--- config.mk ---
export PLATFORM = sky130hd
export DESIGN_NAME = mrwt_modmul
export DESIGN_NICKNAME = d
export VERILOG_FILES = /design/src/design/mrwt_pkg.sv /design/src/design/mrwt_modmul.sv
export SDC_FILE = /design/constraint.sdc
export NUM_CORES = 1
export LEC_CHECK = 0
export BUFFER_PORTS_ARGS = -buffer_cell sky130_fd_sc_hd__buf_4
export CAP_MARGIN = 20
export CORE_UTILIZATION = 51
export DETAILED_ROUTE_END_ITERATION = 16
export PLACE_DENSITY = 0.74
export SYNTH_ARGS = -nofsm -noshare
export SYNTH_HDL_FRONTEND = slang
export SYNTH_SLANG_ARGS = --single-unit
--- constraint.sdc ---
create_clock -name clock -period 5.2 [get_ports clock]
set_input_delay 0.52 -clock clock [delete_from_list [all_inputs] [get_ports clock]]
set_output_delay 0.52 -clock clock [all_outputs]
set_load 0.01 [all_outputs]
--- src/design/mrwt_pkg.sv ---
// Package for the Miller-Rabin witness test block.
// Holds operand widths, transaction field layout, test kinds and the multiplier request type.
// No dependencies.
package mrwt_pkg;

   localparam int DATA_WIDTH  = 64;
   localparam int OPND_W      = DATA_WIDTH - 1;
   localparam int FIELD_W     = 63;
   localparam int REQ_TDATA_W = ((2 * FIELD_W + 7) / 8) * 8;
   localparam int RSP_TDATA_W = 8;
   localparam int T_W         = $clog2(OPND_W);

   localparam logic KIND_STRONG = 1'b0;
   localparam logic KIND_FERMAT = 1'b1;

   typedef logic [OPND_W-1:0] opnd_type;

   typedef struct packed {
      logic     start;
      opnd_type x;
      opnd_type y;
      opnd_type m;
   } mul_req_type;

endpackage

--- src/design/mrwt_modmul.sv ---
// Shift-and-add modular multiplier, one bit of x per cycle.
// Operands must be below the modulus; no intermediate value exceeds twice the modulus.
// Depends on mrwt_pkg.
module mrwt_modmul
   import mrwt_pkg::*;
(
   input  logic        clock,
   input  logic        reset,
   input  mul_req_type req,
   output opnd_type    product,
   output logic        done
);

   opnd_type             acc_ff, acc_in;
   opnd_type             x_ff, x_in;
   opnd_type             y_ff, y_in;
   opnd_type             m_ff, m_in;
   logic                 busy_ff, busy_in;
   logic                 done_ff, done_in;
   logic [OPND_W:0]      sum;
   logic [OPND_W:0]      dbl;

   always_comb begin
      sum     = {1'b0, acc_ff} + {1'b0, y_ff};
      dbl     = {y_ff, 1'b0};
      acc_in  = acc_ff;
      x_in    = x_ff;
      y_in    = y_ff;
      m_in    = m_ff;
      busy_in = busy_ff;
      done_in = 1'b0;
      if (req.start) begin
         acc_in  = '0;
         x_in    = req.x;
         y_in    = req.y;
         m_in    = req.m;
         busy_in = 1'b1;
      end else if (busy_ff) begin
         if (x_ff == '0) begin
            busy_in = 1'b0;
            done_in = 1'b1;
         end else begin
            if (x_ff[0]) begin
               if (sum >= {1'b0, m_ff}) begin
                  acc_in = opnd_type'(sum - {1'b0, m_ff});
               end else begin
                  acc_in = sum[OPND_W-1:0];
               end
            end
            x_in = x_ff >> 1;
            if (dbl >= {1'b0, m_ff}) begin
               y_in = opnd_type'(dbl - {1'b0, m_ff});
            end else begin
               y_in = dbl[OPND_W-1:0];
            end
         end
      end
   end

   always_ff @(posedge clock) begin
      acc_ff <= acc_in;
      x_ff   <= x_in;
      y_ff   <= y_in;
      m_ff   <= m_in;
      if (reset) begin
         busy_ff <= 1'b0;
         done_ff <= 1'b0;
      end else begin
         busy_ff <= busy_in;
         done_ff <= done_in;
      end
   end

   assign product = acc_ff;
   assign done    = done_ff;

endmodule

==> results.txt <==
setup TNS: -16.29 ns
wire per inst: 21.50 um
gpl congestion: 0.9667
CTS root buf: clkbuf_16
slew margin rel.: 27.60%
Area Growth Syn to Fin: 35.16%
Crit Path Category: flip-flop to flip-flop
Worst Setup End Kind: flip-flop
die width: 207.9 um
die area: 43230 sq um
number of flops mapped to enable cells by yosys: 189
initial antenna violation count: 1
register bit total from synthesis: 254
total power: 0.01903 W
worst setup margin: -0.3310 ns
fraction of registers with async set/reset: 0%
max-slew violations: 0
layout cells sized above 1: 32.23%
Mapped Avg Cell Area: 8.878 sq um
Synth Net Count: 2820
I/O pin count: 256
Initial DRC Count: 1751
post-synthesis sequential area ratio: 32.26%
DRC: 0
Port Buffers: 255
Power Density: 651.0 nW/um^2
ys flop type: edfxtp_1
Worst path top cell family by delay: compound AO/OA/AOI/OAI gates
Initial Util: 51.67%
gr usage total: 34.90%
synth warn: 0
antenna viol nets, final: 0
Final min period: 5.531 ns
WHS: 0.07364 ns
final cycle utilization of the critical path: 106.4%
clk_lat worst skew: 0.62 ns
TritonCTS Buffers: 31
clk sinks: 254
filler cell count: 3231
critical path peak fanout: 6
overflow left after global routing: 0
Data required, critical path: 5.67 ns
Clock transition at path regs: 0.07 ns
Setup Skew: 0.01296 ns
Setup crit start kind: flip-flop
crit-path most repeated cell: a21o_1
CP arrival: 6.00 ns
first-pass GRT wire length: 119800 um
Post-Syn Area: 21630 sq um
RSZ-0062 raised after global routing: yes
endpoints failing setup: 63
final wirelength: 78110 um
DR vias: 22.11k
synth unique cells: 78
Worst Hold Class: primary input to flip-flop
slowest stage delay, CP: 0.43 ns
drt first pass iters: 5
Core Region: 41850 sq um
final net count: 3452
largest net degree at the start of global routing: 89
Rows: 75
H-tree depth: 1
DP HPWL: 59440 um
vias in the first global route: 21.98k
final hold viol count: 0
die height: 207.9 um
max_cap viols: 0
leak pwr: 13.40 nW
Critical-path top delay cell: edfxtp_1
vias per cell: 6.085
outcome: complete, but fails checks
VDD IR max: 0.3330 mV
CTS tree: yes
Post-Syn Instances: 2436
failing checks: negative setup slack
fmax: 180.8 MHz
WP buf/inv: 6
Max clock buf depth: 3
Worst-Margin Slew: 1.086 ns
[report_power, final]
| part | switching, W | total, W | internal (W) |
|---|---|---|---|
| Combinational | 0.00723 | 0.0138 | 0.00652 |
| Sequential | 0.000293 | 0.00292 | 0.00262 |
| Clock | 0.000981 | 0.00236 | 0.00138 |
[timing repair]
item / 4_1_cts / 5_1_grt
hold buffers: 0 / 0
setup endpoints to repair: 63 / 71
pin swaps: 44 / 72
gates cloned: 4 / 1
hold endpoints to repair: 0 / 0
resized for setup: 73 / 76
buffers inserted: 23 / 8
[final cells by class]
type / count / area (sq um) / share of cell area [%]
inverters: 119 / 446.7 / 1.528
well taps: 539 / 674.4 / 2.307
multi-input cells: 1942 / 14440 / 49.40
repair buffers: 720 / 5604 / 19.17
diodes: 1 / 2.502 / 0.008561
flip-flops and latches: 254 / 6977 / 23.87
clock buffers: 38 / 822.0 / 2.812
clock inverters: 20 / 264.0 / 0.9032
[metal layers]
metal | up-vias | part of all wire (%) | wire length (um) | track usage, %
li1 | 10360 | - | - | -
met1 | 10470 | 40 | 31220 | 43.34
met2 | 1035 | 47 | 36820 | 59.22
met3 | 238 | 7.8 | 6098 | 5.887
met4 | 0 | 5.1 | 3975 | 16.02
met5 | - | 0 | 0 | 0
[sequential cells by signal (all words and copies together), names as in the netlist]
name,flops
busy_ff,1
done,1
x_ff,63
m_ff,63
product,63
y_ff,63
[kinds of logic (layout without fill, tap and decap cells)]
family                   after synthesis  in the layout  share of synthesized area (%)
AO/OA/AOI/OAI                        793            793                          23.54
AND/OR/NAND/NOR                      638            638                          14.33
flip-flops                           254            254                          32.26
buffers and inverters                240            897                          4.281
adder cells (fa/ha/maj)              192            192                          11.21
XOR/XNOR                             173            173                          7.006
multiplexers                         146            146                          7.371
other                                  0              1                              0
[worst paths after layout]
path,from,to,slack (ns),depth (start not counted)
worst max-delay path,y_ff[0]$_DFFE_PP_,product[20]$_SDFFE_PP0P_,-0.33,30
worst max register to register,y_ff[0]$_DFFE_PP_,product[20]$_SDFFE_PP0P_,-0.33,30
worst min register to register,product[19]$_SDFFE_PP0P_,product[19]$_SDFFE_PP0P_,0.48,2
worst min-delay path,req[45],m_ff[45]$_DFFE_PP_,0.07,1
[through the flow]
| stage | std cells | setup slack [ns] | util, % | cell area (sq um) |
|---|---|---|---|---|
| floorplan | 2436 | -0.04558 | - | 21650 |
| global placement | 3540 | -0.7071 | 64.68 | 27070 |
| detailed placement | 3540 | -0.9007 | 64.68 | 27070 |
| CTS | 3625 | -0.2980 | 68.80 | 28790 |
| global route | 3633 | -0.5576 | 69.84 | 29230 |
| finish | 3633 | -0.3310 | 69.84 | 29230 |
[Yosys cell counts (5+ instances only)]
library cell | n | area [sq um]
a21oi_1 | 236 | 1181
nand2_1 | 216 | 810.8
edfxtp_1 | 189 | 5675
ha_1 | 189 | 2365
nor2_1 | 143 | 536.8
o21ai_0 | 136 | 680.7
a21o_1 | 126 | 945.9
inv_1 | 119 | 446.7
clkbuf_1 | 106 | 397.9
xnor2_1 | 104 | 910.9
mux2_2 | 101 | 1137
a211oi_1 | 74 | 555.5
xor2_1 | 69 | 604.3
dfxtp_1 | 65 | 1301
nand4_1 | 48 | 300.3
mux2i_1 | 43 | 430.4
nand3_1 | 34 | 170.2
nor3_1 | 34 | 170.2
o21bai_1 | 34 | 255.2
and3_1 | 29 | 181.4
a31oi_1 | 28 | 175.2
nor4_1 | 28 | 175.2
nor2b_1 | 27 | 168.9
o211ai_1 | 26 | 195.2
o21a_1 | 21 | 157.7
nand2b_1 | 19 | 118.9
o21ai_1 | 16 | 80.08
buf_2 | 14 | 70.07
and2_1 | 12 | 75.07
a221o_1 | 10 | 100.1
a221oi_1 | 10 | 87.58
o31ai_1 | 9 | 67.56
or2_2 | 9 | 56.30
a2111oi_0 | 8 | 70.07
or3_1 | 8 | 50.05
a21boi_0 | 7 | 52.55
o2111ai_1 | 7 | 61.31
a211o_1 | 6 | 52.55
and3b_1 | 6 | 52.55
and4_1 | 5 | 43.79
nand3b_1 | 5 | 37.54
[layout by cell type, fill, tap and decap left out, drive strengths merged, types with 6 or more instances in the layout]
cell type	n
buf	719
a21oi	236
nand2	216
edfxtp	189
ha	189
o21ai	152
nor2	145
a21o	126
inv	122
xnor2	104
mux2	103
a211oi	76
xor2	69
dfxtp	65
nand4	49
mux2i	43
clkbuf	39
o21bai	34
nand3	34
nor3	34
and3	29
nor4	29
a31oi	28
nor2b	27
o211ai	26
o21a	21
nand2b	19
and2	12
a221oi	11
a221o	10
or2	9
or3	9
o31ai	9
a2111oi	8
clkinv	7
o2111ai	7
a21boi	7
a211o	6
and3b	6
No activity file was read; power rests on OpenSTA's default activity.
